[config.mk]
export PLATFORM = sky130hd
export DESIGN_NAME = lgrs_cell
export DESIGN_NICKNAME = d
export VERILOG_FILES = /design/src/lgrs_pkg.sv /design/src/lgrs_cell.sv
export SDC_FILE = /design/constraint.sdc
export NUM_CORES = 1
export LEC_CHECK = 0
export BUFFER_PORTS_ARGS = -buffer_cell sky130_fd_sc_hd__buf_2
export CELL_PAD_IN_SITES_DETAIL_PLACEMENT = 2
export CELL_PAD_IN_SITES_GLOBAL_PLACEMENT = 2
export CORE_MARGIN = 5
export CORE_UTILIZATION = 38
export DETAILED_ROUTE_END_ITERATION = 8
export PLACE_DENSITY = 0.8
export SYNTH_ARGS = -nofsm -noshare
export SYNTH_HDL_FRONTEND = slang
export SYNTH_SLANG_ARGS = --single-unit
[constraint.sdc]
create_clock -name clock -period 6.7 [get_ports clock]
set_input_delay 0.67 -clock clock [delete_from_list [all_inputs] [get_ports clock]]
set_output_delay 0.67 -clock clock [all_outputs]
set_load 0.01 [all_outputs]
[src/lgrs_pkg.sv]
// lgrs_pkg: shared types, codes and constants of the Laplace grid relaxation solver.
// No dependencies; imported by lgrs_cell and the top level.
package lgrs_pkg;

   localparam int GRID_N_DEF = 32;

   localparam int VAL_W    = 19;   // signed Q3.16 cell value
   localparam int CHG_W    = 18;   // reported change
   localparam int SWEEP_W  = 16;
   localparam int CSR_W    = 16;
   localparam int CSR_IDX_W = 2;
   localparam int COORD_W  = 7;
   localparam int ACT_W    = 2;
   localparam int METHOD_W = 2;
   localparam int OMEGA_W  = 16;

   localparam logic signed [VAL_W-1:0] VAL_ONE  = 19'sd65536;
   localparam logic signed [VAL_W-1:0] VAL_LO   = -19'sd131072;
   localparam logic signed [VAL_W-1:0] VAL_HI   = 19'sd196607;
   localparam logic [VAL_W-1:0]        CHG_SAT  = 19'd196607;
   localparam logic [OMEGA_W-1:0]      OMEGA_MAX = 16'd32768;

   // methods
   localparam logic [METHOD_W-1:0] METH_JACOBI = 2'd0;
   localparam logic [METHOD_W-1:0] METH_GS     = 2'd1;
   localparam logic [METHOD_W-1:0] METH_SOR    = 2'd2;

   // register indexes
   localparam logic [CSR_IDX_W-1:0] CSR_METHOD = 2'd0;
   localparam logic [CSR_IDX_W-1:0] CSR_RELAX  = 2'd1;
   localparam logic [CSR_IDX_W-1:0] CSR_TOL    = 2'd2;
   localparam logic [CSR_IDX_W-1:0] CSR_MAXSW  = 2'd3;

   // register reset values
   localparam logic [METHOD_W-1:0] METHOD_RST = METH_JACOBI;
   localparam logic [CSR_W-1:0]    RELAX_RST  = 16'd16384;
   localparam logic [CSR_W-1:0]    TOL_RST    = 16'd66;
   localparam logic [CSR_W-1:0]    MAXSW_RST  = 16'd1000;

   typedef enum logic [ACT_W-1:0] {
      ACT_ADD   = 2'd0,
      ACT_SOLVE = 2'd1,
      ACT_READ  = 2'd2,
      ACT_NONE  = 2'd3
   } lgrs_action_type;

   typedef enum logic [3:0] {
      ST_INIT,
      ST_IDLE,
      ST_WRAP,
      ST_RECT,
      ST_RD_ISSUE,
      ST_RD_WAIT,
      ST_SOLVE,
      ST_CELL,
      ST_BOUND,
      ST_CHECK,
      ST_RESP
   } lgrs_state_type;

   // control of the cell update unit
   typedef struct packed {
      logic load_center;
      logic add_nbr;
      logic calc_avg;
      logic calc_diff;
      logic calc_prod;
      logic sor;
   } lgrs_cu_ctrl_type;

endpackage

[src/lgrs_cell.sv]
// lgrs_cell: per-cell update datapath (neighbor sum, average, SOR step, saturation).
// Depends on lgrs_pkg.
module lgrs_cell
   import lgrs_pkg::*;
(
   input  logic                     clock,
   input  lgrs_cu_ctrl_type         ctrl,
   input  logic signed [VAL_W-1:0]  rd_value,
   input  logic                     obs,
   input  logic [OMEGA_W-1:0]       omega,
   output logic signed [VAL_W-1:0]  new_value,
   output logic [VAL_W-1:0]         change
);

   localparam int SUM_W  = VAL_W + 2;
   localparam int DIFF_W = VAL_W + 1;
   localparam int PROD_W = DIFF_W + OMEGA_W + 1;
   localparam int STEP_W = PROD_W - 14;
   localparam int RAW_W  = STEP_W + 1;

   logic signed [VAL_W-1:0]  old_ff;
   logic                     obs_ff;
   logic signed [SUM_W-1:0]  sum_ff;
   logic signed [VAL_W-1:0]  avg_ff;
   logic signed [DIFF_W-1:0] diff_ff;
   logic signed [PROD_W-1:0] prod_ff;

   logic signed [STEP_W-1:0] step;
   logic signed [RAW_W-1:0]  raw;
   logic signed [VAL_W-1:0]  sat;
   logic signed [DIFF_W-1:0] delta;

   always_ff @(posedge clock) begin
      if (ctrl.load_center) begin
         old_ff <= rd_value;
         obs_ff <= obs;
         sum_ff <= '0;
      end
      if (ctrl.add_nbr) begin
         sum_ff <= sum_ff + SUM_W'(rd_value);
      end
      if (ctrl.calc_avg) begin
         // floor((sum + 2) / 4)
         avg_ff <= VAL_W'((sum_ff + SUM_W'(2)) >>> 2);
      end
      if (ctrl.calc_diff) begin
         diff_ff <= DIFF_W'(avg_ff) - DIFF_W'(old_ff);
      end
      if (ctrl.calc_prod) begin
         prod_ff <= PROD_W'(diff_ff) * PROD_W'($signed({1'b0, omega}));
      end
   end

   always_comb begin
      step = STEP_W'((prod_ff + PROD_W'(8192)) >>> 14);
      if (ctrl.sor) begin
         raw = RAW_W'(old_ff) + RAW_W'(step);
      end else begin
         raw = RAW_W'(avg_ff);
      end
      if (raw < RAW_W'(VAL_LO)) begin
         sat = VAL_LO;
      end else if (raw > RAW_W'(VAL_HI)) begin
         sat = VAL_HI;
      end else begin
         sat = VAL_W'(raw);
      end
      delta = DIFF_W'(sat) - DIFF_W'(old_ff);
   end

   assign new_value = obs_ff ? '0 : sat;
   assign change    = obs_ff ? '0 :
                      (delta[DIFF_W-1] ? VAL_W'(-delta) : VAL_W'(delta));

endmodule

## Yosys cells after proc, flatten, opt, wreduce, memory -nomap -nowiden

Index checks and enable logic that the tools add are counted.

| word-level totals | value |
|---|---|
| word-level logic and storage cells | 25 |
| output and inout port bits | 38 |
| register bits after elaboration | 117 |
| bits of input ports | 43 |

| cells by class | value |
|---|---|
| order comparisons | 2 |
| $mul | 1 |
| reduce and logical (&&, ||, !) cells | 1 |
| $add $sub $neg | 7 |
| multiplexer cells | 8 |

Operators by type and width:

| operator | number |
|---|---|
| 19-bit 2-to-1 mux | 5 |
| 21-bit 2-to-1 mux | 2 |
| 19-bit by 19-bit subtractor with 20-bit output | 2 |
| 37-bit by 15-bit adder with 37-bit output (second input constant) | 1 |
| 20-bit by 17-bit multiplier with 37-bit output | 1 |
| 19-bit by 23-bit adder with 24-bit output | 1 |
| 24-bit by 19-bit > comparator with 1-bit output (second input constant) | 1 |
| 24-bit by 18-bit < comparator with 1-bit output (second input constant) | 1 |
| 24-bit 2-to-1 mux | 1 |
| 21-bit by 19-bit adder with 21-bit output | 1 |
| 21-bit by 3-bit adder with 21-bit output (second input constant) | 1 |
| 19-bit negation | 1 |
| 2-bit nonzero test | 1 |

## Longest topological paths before layout

Gate-level depths: netlist of the first run.

| depth | value |
|---|---|
| depth in word-level cells | 10 |
| depth in mapped cells | 30 |
| gate-level depth less buffers | 30 |

## Least setup slack after synthesis of the first run

OpenSTA, ideal clock, no wires.

| timing | value |
|---|---|
| path type | register to output |
| start point | register prod_ff[15] |
| end point | output port change[14] |
| stages on the path, launching flop included | 29 |
| path slack | -180 ps |
| data arrival time | 6210 ps |
| buffers on the path | 1 |
| cell sequence | edfxtp_1 > and3_1 > and3_1 > and2_1 > nand4_1 > xnor2_1 > ha_1 > a21o_1 > a21o_1 > a211oi_1 > o31ai_1 > a211o_1 > and3_4 > or2_1 > a31oi_1 > o21ai_2 > buf_4 > a21oi_1 > ha_1 > nor2b_1 > o31a_1 > nor2b_1 > xnor2_1 > nor4_1 > or3b_1 > nor4_2 > a41o_1 > nand2_1 > a21oi_1 |

| on the way | value |
|---|---|
| cells in the longest elaborated chain, start to end | 10 |
| elaborated cells on any way between the ends | 11 |
| those cells by class | 4 x add/sub; 2 x order compare; 5 x mux |

Ends and longest elaborated chain:

| item | RTL line | source |
|---|---|---|
| start: declaration | lgrs_cell.sv:26 | `logic signed [PROD_W-1:0] prod_ff;` |
| start signal: assignment | lgrs_cell.sv:50 | `prod_ff <= PROD_W'(diff_ff) * PROD_W'($signed({1'b0, omega}));` |
| 37-bit by 15-bit adder with 37-bit output * | lgrs_cell.sv:55 | `step = STEP_W'((prod_ff + PROD_W'(8192)) >>> 14);` |
| 19-bit by 23-bit adder with 24-bit output * | lgrs_cell.sv:57 | `raw = RAW_W'(old_ff) + RAW_W'(step);` |
| 24-bit 2-to-1 mux * | lgrs_cell.sv:56 | `if (ctrl.sor) begin` |
| 24-bit by 19-bit > comparator with 1-bit output | lgrs_cell.sv:63 | `end else if (raw > RAW_W'(VAL_HI)) begin` |
| 19-bit 2-to-1 mux | lgrs_cell.sv:63 |  |
| 19-bit 2-to-1 mux * | lgrs_cell.sv:61 | `if (raw < RAW_W'(VAL_LO)) begin` |
| 19-bit by 19-bit subtractor with 20-bit output * | lgrs_cell.sv:68 | `delta = DIFF_W'(sat) - DIFF_W'(old_ff);` |
| 19-bit negation | lgrs_cell.sv:73 | `(delta[DIFF_W-1] ? VAL_W'(-delta) : VAL_W'(delta));` |
| 19-bit 2-to-1 mux * | lgrs_cell.sv:73 |  |
| 19-bit 2-to-1 mux * | lgrs_cell.sv:72 | `assign change = obs_ff ? '0 :` |
| end: declaration | lgrs_cell.sv:12 | `output logic [VAL_W-1:0] change` |

Mark *: on every way between the ends. The rest lies on a longest branch, timed or not.

## Final worst setup path of the first run

| timing | value |
|---|---|
| start point | register prod_ff[16] |
| end point | output port change[15] |

Same word-level chain as after synthesis.

==> reports/qor.csv, run 1 <==
stage,metric,value,unit
finish,fin cells,3229,
yosys,register area share after synthesis,0.154,
setup_path,critical path's largest stage delay,470,ps
yosys,ys flop type,edfxtp_1,
sta,Period minus WS final,8150,ps
sta,worst slew pin tran,976,ps
setup_path,CP startpoint kind,register,
finish,final instance area,25000,sq um
clock_tree,CTS tree,built,
sta,Final Hold Fails,0,
sta,clk_skew,16.0,ps
placement,Area after DPL,23100,sq um
yosys,post-synth cell types,78,
hold_path,class of the tightest hold or removal check,input port to register,
run_status,status,"complete, but fails checks",
yosys,Mapped Nets,2756,
yosys,mux cell area share after synthesis,0.00396,
setup_path,CP Data Required Time,6030,ps
setup_path,CP max stage cell,or3b_4,
yosys,"flops & latches, synth",104,
drt,Routed Wire Length,89500,um
setup_path,Crit Path Category,register to output pin,
clock_tree,later-pin clock latency in the skew report,390,ps
run,MaxCap Viol Count,0,
drt,drt drc,0,
yosys,Syn Inst Count,2214,
global_routing,first-pass GRT wire length,123000,um
yosys,largest family of logic cells by synthesized area,adder cells,
floorplan,die area,58000,sq um
yosys,XOR/XNOR share of the synthesized area,0.0576,
yosys,ys async rst share,0,
global_routing,largest net degree at the start of global routing,39,
global_routing,Tot GR Track Use,0.274,
sta,Relative slew margins,0.349,
drt,DRT Pass-1 Iters,5,
drt,Post-DRT Antenna Nets,0,
setup_path,CP Max Fanout,5,
setup_path,crit path capture type,output pin,
yosys,post-synthesis adder-cell area fraction,0.428,
floorplan,Core Region,52700,sq um
floorplan,Die H,241,um
run_status,failing checks,setup timing,
floorplan,std cell rows,84,
floorplan,number of I/O pins,81,
yosys,post-synthesis simple-gate area fraction,0.161,
drt,1st-iter DRT viols,946,
setup_path,Critical Path AT,7480,ps
clock_tree,clk sinks,104,
finish,P&R area growth vs syn,23.4,%
drt,Vias/cell,5.56,
global_routing,grt ovf,0,
finish,"Net count, final",3076,
floorplan,die width,241,um
sta,RSZ-0062 raised after global routing,yes,
yosys,Syn Area/Cell,9.14,sq um
placement,Final Wtd Congestion,0.910,
finish,"commonest cells after routing, fill and taps aside","inv_1 (397), fa_1 (315), buf_4 (263)",
clock_tree,Num CTS Buffers,9,
global_routing,initial antenna violation count,2,
sta,fraction of the cycle the final worst path needs,1.22,
yosys,Post-Syn Area,20200,sq um
yosys,cell accounting for the most synthesized area,fa_1,
sta,count of final setup violators,31,
clock_tree,largest buffer count on any clock path,2,
yosys,"EDFF count, synth",104,
yosys,fraction of post-synthesis cell area in the top cell type by area,0.320,
finish,"most common cell after layout, fill and taps aside",inv_1,
sta,hold slack,461,ps
sta,Final Slew Violations,0,
placement,# port buffers,80,
placement,placed cells,3148,
drt,via count,18000,
sta,fmax,123,MHz
sta,setup TNS,-25440,ps
finish,share of cells above drive strength 1,0.224,
yosys,Area contributors post-synth,"fa_1 (32%), edfxtp_1 (15%), ha_1 (11%), inv_1 (7.6%), nand2_1 (4.6%)",
yosys,"Warnings, synthesis",0,
global_routing,vias in the first global route,20800,
yosys,post-synthesis compound-gate area fraction,0.104,
drt,post-DR wirelength/cell,27.7,um
placement,dpl hpwl,65400,um
clock_tree,CTS Root Cell,clkbuf_16,
floorplan,initial core utilization,0.384,
clock_tree,"Clk pin slew, worst setup/hold paths",90,ps
sta,Final Worst Setup Slack,-1450,ps
clock_tree,# H-tree levels,3,
## state kept, by name (all words and copies together) (netlist names)
register  flops
sum_ff       21
diff_ff      20
old_ff       19
obs_ff        1
avg_ff       19
prod_ff      24
## Yosys cell counts, drive strengths merged (5+ instances only)
master   count
o21ai       69
nor4         6
a211oi      10
edfxtp     104
buf          8
o211ai      13
nor2b       13
and3        20
mux2i        8
or3         12
o2111ai      5
clkbuf      65
ha         176
nor3b        7
o31ai        9
or2          7
a21oi      109
inv        410
nor3        31
nor2       102
xnor2       95
o21a        16
nand2b      13
a31oi       21
a21o        25
fa         323
nand4       15
xor2        38
nand3       37
nand2      249
and2       143
## cell type report
class	instances	area [sq um]
clock inverters	7	80.1
repair buffers	382	2880
clock buffers	9	225
inverters	411	1540
well taps	688	861
fillers	5591	27700
diodes	2	5.00
multi-input cells	1626	16300
flip-flops and latches	104	3120
## kinds of logic (layout without fill, tap and decap cells)
kind of cell             Yosys count  after routing
multiplexers                       8              8
other                              0              2
buffers and inverters            484            809
adder cells (fa/ha/maj)          499            499
flip-flops                       104            104
AND/OR/NAND/NOR                  665            665
XOR/XNOR                         133            133
AO/OA/AOI/OAI                    321            321
## final timing paths
kind / startpoint / end / slack (ps) / cells past startpoint
hold reg to reg: sum_ff[19]$_SDFFCE_PN0P_ / avg_ff[17]$_DFFE_PP_ / 640 / 1
setup / recovery: prod_ff[16]$_DFFE_PP_ / change[15] / -1450 / 29
hold / removal: obs / obs_ff$_DFFE_PP_ / 460 / 1
setup reg to reg: diff_ff[8]$_DFFE_PP_ / prod_ff[36]$_DFFE_PP_ / -360 / 23
## metrics by stage
stage | setup WS [ps] | util
after floorplan | -51.5 | -
after global placement | -365 | 0.439
after detailed placement | -825 | 0.439
after CTS | -875 | 0.456
after global routing | -1640 | 0.474
final | -1450 | 0.474
## metal layers
metal,vias up,share of wire,GRT usage
li1,7722,-,-
met1,9449,0.38,0.326
met2,538,0.53,0.520
met3,256,0.035,0.0223
met4,2,0.048,0.0916
met5,-,0.00018,0
## worst max-delay path: cells and delay by family (launching register included)
kind / cells / cell delay (ps)
buffers and inverters: 3 / 590
flip-flops: 1 / 410
AO/OA/AOI/OAI: 9 / 2020
adder cells (fa/ha/maj): 2 / 570
AND/OR/NAND/NOR: 12 / 2940
XOR/XNOR: 3 / 570
## repair_timing
item / CTS / global route
endpoints found under the setup margin: 29 / 32
resized for setup: 77 / 136
gates cloned: 1 / 3
pin swaps: 32 / 87
setup buffers: 19 / 40
hold buffers: 0 / 0
Power of run 1 is not shown: default switching activity piles up to over one toggle a cycle in this logic, so the estimate is an artifact.
==> inputs of run 2 (changes only) <==
- ABC_AREA: unset -> 1
- CORE_UTILIZATION: 38 -> 35
- PLACE_DENSITY: 0.8 -> 0.79
==> reports/qor.csv, run 2 <==
stage,metric,value,unit,change
setup_path,Crit Path Category,register to output pin,,unchanged
finish,"Net count, final",3625,,was 3076
clock_tree,"Clk pin slew, worst setup/hold paths",80,ps,was 90 ps
yosys,cell accounting for the most synthesized area,fa_1,,unchanged
setup_path,Critical Path AT,6790,ps,was 7480 ps
global_routing,first-pass GRT wire length,135000,um,was 123000 um
clock_tree,# H-tree levels,3,,unchanged
drt,Routed Wire Length,93600,um,was 89500 um
sta,RSZ-0062 raised after global routing,yes,,unchanged
finish,Top reg by flops,prod_ff,,unchanged
placement,# port buffers,80,,unchanged
global_routing,initial antenna violation count,1,,was 2
clock_tree,later-pin clock latency in the skew report,380,ps,was 390 ps
drt,Vias/cell,5.22,,was 5.56
finish,fillers,7035,,was 5591
setup_path,CP startpoint kind,register,,unchanged
setup_path,CP Max Fanout,9,,was 5
yosys,synth cell count leaders,"nand2_1 (745), inv_1 (725), fa_1 (323)",,"was inv_1 (409), fa_1 (323), nand2_1 (249)"
setup_path,critical path's largest stage delay,400,ps,was 470 ps
clock_tree,Post-CTS Hold Buffers,0,,unchanged
finish,Largest register FFs,24,,unchanged
yosys,"Warnings, synthesis",0,,unchanged
placement,Final Wtd Congestion,0.895,,was 0.910
yosys,"EDFF count, synth",104,,unchanged
global_routing,grt ovf,0,,unchanged
finish,"Core Util, Final",0.420,,was 0.474
setup_path,CP Data Required Time,6030,ps,about the same
run_status,failing checks,setup timing,,unchanged
yosys,most frequent cell after synthesis,nand2_1,,was inv_1
floorplan,Die H,260,um,was 241 um
drt,1st-iter DRT viols,1038,,was 946
placement,dpl hpwl,71400,um,was 65400 um
yosys,fraction of post-synthesis cell area in the top cell type by area,0.297,,was 0.320
sta,Final Hold Fails,0,,unchanged
sta,Final Slew Violations,0,,unchanged
yosys,post-synth cell types,47,,was 78
floorplan,die width,260,um,was 241 um
sta,Relative slew margins,0.439,,was 0.349
global_routing,largest net degree at the start of global routing,27,,was 39
global_routing,Tot GR Track Use,0.256,,was 0.274
clock_tree,CTS tree,built,,unchanged
finish,share of cells above drive strength 1,0.184,,was 0.224
drt,post-DR wirelength/cell,23.8,um,was 27.7 um
clock_tree,largest buffer count on any clock path,2,,unchanged
finish,fin cells,3926,,was 3229
yosys,Area contributors post-synth,"fa_1 (30%), edfxtp_1 (14%), nand2_1 (13%), inv_1 (12%), ha_1 (10%)",,"was fa_1 (32%), edfxtp_1 (15%), ha_1 (11%), inv_1 (7.6%), nand2_1 (4.6%)"
drt,Post-DRT Antenna Nets,0,,unchanged
setup_path,most frequent CP cell,nand2_2,,
sta,count of final setup violators,19,,was 31
yosys,ys flop type,edfxtp_1,,unchanged
clock_tree,CTS Root Cell,clkbuf_16,,unchanged
sta,Final Worst Setup Slack,-758,ps,was -1450 ps
yosys,register area share after synthesis,0.143,,was 0.154
run_status,status,"complete, but fails checks",,unchanged
yosys,Syn Inst Count,2885,,was 2214
hold_path,class of the tightest hold or removal check,input port to register,,unchanged
finish,biggest regs,"prod_ff (24), sum_ff (21), diff_ff (20)",,unchanged
drt,drt drc,0,,unchanged
sta,fmax,134,MHz,was 123 MHz
placement,placed cells,3830,,was 3148
floorplan,std cell rows,91,,was 84
sta,clk_skew,16.2,ps,was 16.0 ps
sta,hold slack,486,ps,was 461 ps
floorplan,Core Region,61700,sq um,was 52700 sq um
yosys,"flops & latches, synth",104,,unchanged
finish,"most common cell after layout, fill and taps aside",inv_1,,unchanged
floorplan,die area,67400,sq um,was 58000 sq um
yosys,Syn Area/Cell,7.56,sq um,was 9.14 sq um
yosys,Post-Syn Area,21800,sq um,was 20200 sq um
global_routing,vias in the first global route,23800,,was 20800
floorplan,number of I/O pins,81,,unchanged
sta,Period minus WS final,7460,ps,was 8150 ps
drt,via count,20500,,was 18000
clock_tree,clk sinks,104,,unchanged
floorplan,initial core utilization,0.353,,was 0.384
setup_path,crit path capture type,output pin,,unchanged
yosys,Mapped Nets,3427,,was 2756
sta,worst slew pin tran,842,ps,was 976 ps
clock_tree,Num CTS Buffers,9,,unchanged
setup_path,FF-to-FF setup slack,150,ps,was -360 ps
finish,"commonest cells after routing, fill and taps aside","inv_1 (710), nand2_1 (671), fa_1 (320)",,"was inv_1 (397), fa_1 (315), buf_4 (263)"
drt,DRT Pass-1 Iters,5,,unchanged
yosys,ys async rst share,0,,unchanged
sta,fraction of the cycle the final worst path needs,1.11,,was 1.22
finish,P&R area growth vs syn,18.8,%,was 23.4%
run,MaxCap Viol Count,0,,unchanged
setup_path,CP max stage cell,edfxtp_1,,was or3b_4
## run 2: cell count changes after synthesis, moves of 20 or more
cell     before  now
and2_1      143    6
a21oi_1      99  154
nor2_1      102  144
o21ai_0      61   85
a21o_1       25    5
xor2_1       38   67
nor2_2        0   20
xnor2_1      95   32
inv_1       409  725
nand2_1     249  745
nand3_1      37   74
## run 2: worst paths after layout
kind                                               start                     to  depth (start not counted)
worst max-delay path               prod_ff[13]$_DFFE_PP_              change[1]                         43
worst min-delay path                                 obs       obs_ff$_DFFE_PP_                          1
worst max register to register     diff_ff[13]$_DFFE_PP_  prod_ff[36]$_DFFE_PP_                         24
worst min register to register  sum_ff[20]$_SDFFCE_PN0P_   avg_ff[18]$_DFFE_PP_                          1
## run 2: what timing repair did
item                                    CTS  global route
endpoints found under the setup margin   18            22
buffers inserted                         52            27
resized for setup                       200           112
pin swaps                               100            79
## run 2: area by class of cell
type	count	area, sq um	area share
Clock inverter	7	62.6	0.00242
Sequential cell	104	3120	0.121
Timing Repair Buffer	268	1870	0.0721
Multi-Input combinational cell	1971	16800	0.650
Tap cell	837	1050	0.0404
Antenna cell	1	2.50	0.0000966
Inverter	729	2740	0.106
Clock buffer	9	225	0.00870
## run 2: logic make-up (layout without fill, tap and decap cells)
family	Yosys count	count (layout)	synth area share
buffers and inverters	810	1013	0.140
xor gates and xnor gates	100	100	0.0405
muxes	5	5	0.00230
adders and majority gates	499	499	0.398
DFF	104	104	0.143
and+or+nand+nor	1086	1086	0.206
AOI/OAI and AO/OA	281	281	0.0697
other	0	1	0
## run 2: worst max-delay path: cells and delay by family, from the launching register on
kind | cells | cell delay [ps]
xor+xnor | 1 | 290
flops | 1 | 400
fa+ha+maj | 2 | 640
compound gates | 3 | 530
buf+inv | 8 | 1000
simple gates | 29 | 3510
## run 2: stage by stage
step	worst slack (ps)	setup TNS, ps	area, sq um
global placement	-43.7	-43.7	23700
detailed placement	-445	-6710	23700
finish	-758	-12150	25900
floorplan	724	0	21800
CTS	-89.8	-866	25300
global route	-1090	-18570	25900
## run 2: routing by layer
layer / vias up / global-route usage / part of all wire / wire length, um
met5: - / 0 / 0 / 0
met4: 0 / 0.0848 / 0.041 / 3840
met3: 204 / 0.0243 / 0.026 / 2450
met2: 437 / 0.487 / 0.54 / 50500
met1: 10800 / 0.303 / 0.39 / 36800
li1: 9059 / - / - / -
Power of run 2 is left out for the same reason.
==> inputs of run 3 (changes only) <==
- SETUP_SLACK_MARGIN: unset -> 0.2
==> reports/qor.csv, run 3 (same netlist as run 2, synthesis figures left out) <==
stage,metric,value,unit,change
sta,Final Hold Fails,0,,unchanged
floorplan,Core Region,61700,sq um,unchanged
floorplan,die width,260,um,unchanged
clock_tree,largest buffer count on any clock path,2,,unchanged
finish,Top reg by flops,prod_ff,,unchanged
run_status,status,"complete, but fails checks",,unchanged
placement,Placement Setup Slack,-445,ps,unchanged
drt,DRT Pass-1 Iters,5,,unchanged
floorplan,std cell rows,91,,unchanged
finish,"commonest cells after routing, fill and taps aside","inv_1 (701), nand2_1 (660), fa_1 (319)",,"was inv_1 (710), nand2_1 (671), fa_1 (320)"
finish,"most common cell after layout, fill and taps aside",inv_1,,unchanged
setup_path,CP max stage cell,edfxtp_1,,unchanged
clock_tree,"Clk pin slew, worst setup/hold paths",90,ps,was 80 ps
hold_path,class of the tightest hold or removal check,input port to register,,unchanged
drt,Vias/cell,5.45,,was 5.22
setup_path,CP startpoint kind,register,,unchanged
sta,Period minus WS final,7430,ps,was 7460 ps
sta,worst slew pin tran,790,ps,was 842 ps
finish,share of cells above drive strength 1,0.205,,was 0.184
sta,count of final setup violators,23,,was 19
sta,Final Slew Violations,0,,unchanged
clock_tree,later-pin clock latency in the skew report,380,ps,about the same
placement,dpl hpwl,71400,um,unchanged
clock_tree,clk sinks,104,,unchanged
setup_path,reg2reg path depth,20,,was 24
placement,# port buffers,80,,unchanged
drt,Routed Wire Length,108000,um,was 93600 um
clock_tree,CTS tree,built,,unchanged
finish,"Net count, final",3656,,was 3625
clock_tree,Num CTS Buffers,9,,unchanged
setup_path,critical path's largest stage delay,430,ps,was 400 ps
setup_path,crit path capture type,output pin,,unchanged
run,MaxCap Viol Count,0,,unchanged
drt,Post-DRT Antenna Nets,0,,unchanged
drt,via count,21600,,was 20500
drt,post-DR wirelength/cell,27.3,um,was 23.8 um
sta,fraction of the cycle the final worst path needs,1.11,,about the same
finish,final instance area,26600,sq um,was 25900 sq um
global_routing,initial antenna violation count,2,,was 1
global_routing,Tot GR Track Use,0.262,,was 0.256
setup_path,FF-to-FF setup slack,-270,ps,was 150 ps
clock_tree,# H-tree levels,3,,unchanged
floorplan,die area,67400,sq um,unchanged
sta,fmax,135,MHz,was 134 MHz
sta,Relative slew margins,0.473,,was 0.439
finish,P&R area growth vs syn,21.9,%,was 18.8%
sta,Final Worst Setup Slack,-727,ps,was -758 ps
placement,placed cells,3830,,unchanged
sta,hold slack,485,ps,was 486 ps
drt,1st-iter DRT viols,1313,,was 1038
sta,clk_skew,17.2,ps,was 16.2 ps
placement,Area after DPL,23700,sq um,unchanged
setup_path,Crit Path Category,register to output pin,,unchanged
finish,fin cells,3957,,was 3926
hold_path,WHS Path Cells,1,,unchanged
global_routing,vias in the first global route,24000,,was 23800
run_status,failing checks,setup timing,,unchanged
clock_tree,CTS Root Cell,clkbuf_16,,unchanged
setup_path,CP Data Required Time,6030,ps,about the same
floorplan,initial core utilization,0.353,,unchanged
finish,Largest register FFs,24,,unchanged
global_routing,largest net degree at the start of global routing,27,,unchanged
setup_path,Critical Path AT,6760,ps,was 6790 ps
global_routing,grt ovf,0,,unchanged
placement,Final Wtd Congestion,0.895,,unchanged
sta,RSZ-0062 raised after global routing,yes,,unchanged
drt,drt drc,0,,unchanged
setup_path,CP Max Fanout,7,,was 9
floorplan,number of I/O pins,81,,unchanged
global_routing,first-pass GRT wire length,138000,um,was 135000 um
floorplan,Die H,260,um,unchanged
finish,biggest regs,"prod_ff (24), sum_ff (21), diff_ff (20)",,unchanged
-- run 3: layer usage --
layer  part of all wire  GRT usage  vias up  wire length (um)
met2               0.52      0.495      826             56100
met1               0.37      0.309    11200             40200
met5                  0          0        -                 0
li1                   -          -     9131                 -
met3              0.043     0.0239      424              4690
met4              0.064     0.0945        0              6910
-- run 3: worst paths after layout --
kind                                          startpoint                     to
worst max-delay path               prod_ff[13]$_DFFE_PP_             change[10]
worst min-delay path                                 obs       obs_ff$_DFFE_PP_
worst max register to register     diff_ff[11]$_DFFE_PP_  prod_ff[30]$_DFFE_PP_
worst min register to register  sum_ff[20]$_SDFFCE_PN0P_   avg_ff[18]$_DFFE_PP_
-- run 3: timing repair --
| action | in CTS | in global routing |
|---|---|---|
| gates resized for setup | 251 | 159 |
| pin swaps | 108 | 96 |
| cloned | 1 | 0 |
| setup endpoints to repair | 20 | 28 |
| hold buffers | 0 | 0 |
| setup buffers | 55 | 54 |
| endpoints found under the hold margin | 0 | 0 |
-- run 3: final cells by class --
class	instances	area, sq um
antenna	1	2.50
timing repair inverter	1	8.76
sequential	104	3120
fill	6946	35100
inverter	729	2760
multi-input combinational	1971	17200
clock buffer	9	225
tap	837	1050
clock inverter	7	62.6
timing repair buffer	298	2200
-- run 3: critical path: cells and delay by family (launching register included) --
kind                     cells  cell delay (ps)
AO/OA/AOI/OAI                1              160
AND/OR/NAND/NOR             26             3880
flip-flops                   1              430
buffers and inverters        9             1100
adder cells (fa/ha/maj)      2              550
XOR/XNOR                     1              230
-- run 3: per-stage QoR --
stage                     setup TNS (ps)   util
after global placement             -43.7  0.385
after CTS                           -760  0.413
final                             -10950  0.431
after floorplan                        0      -
after detailed placement           -6710  0.385
after global routing              -15510  0.431
Power of run 3 is left out for the same reason.
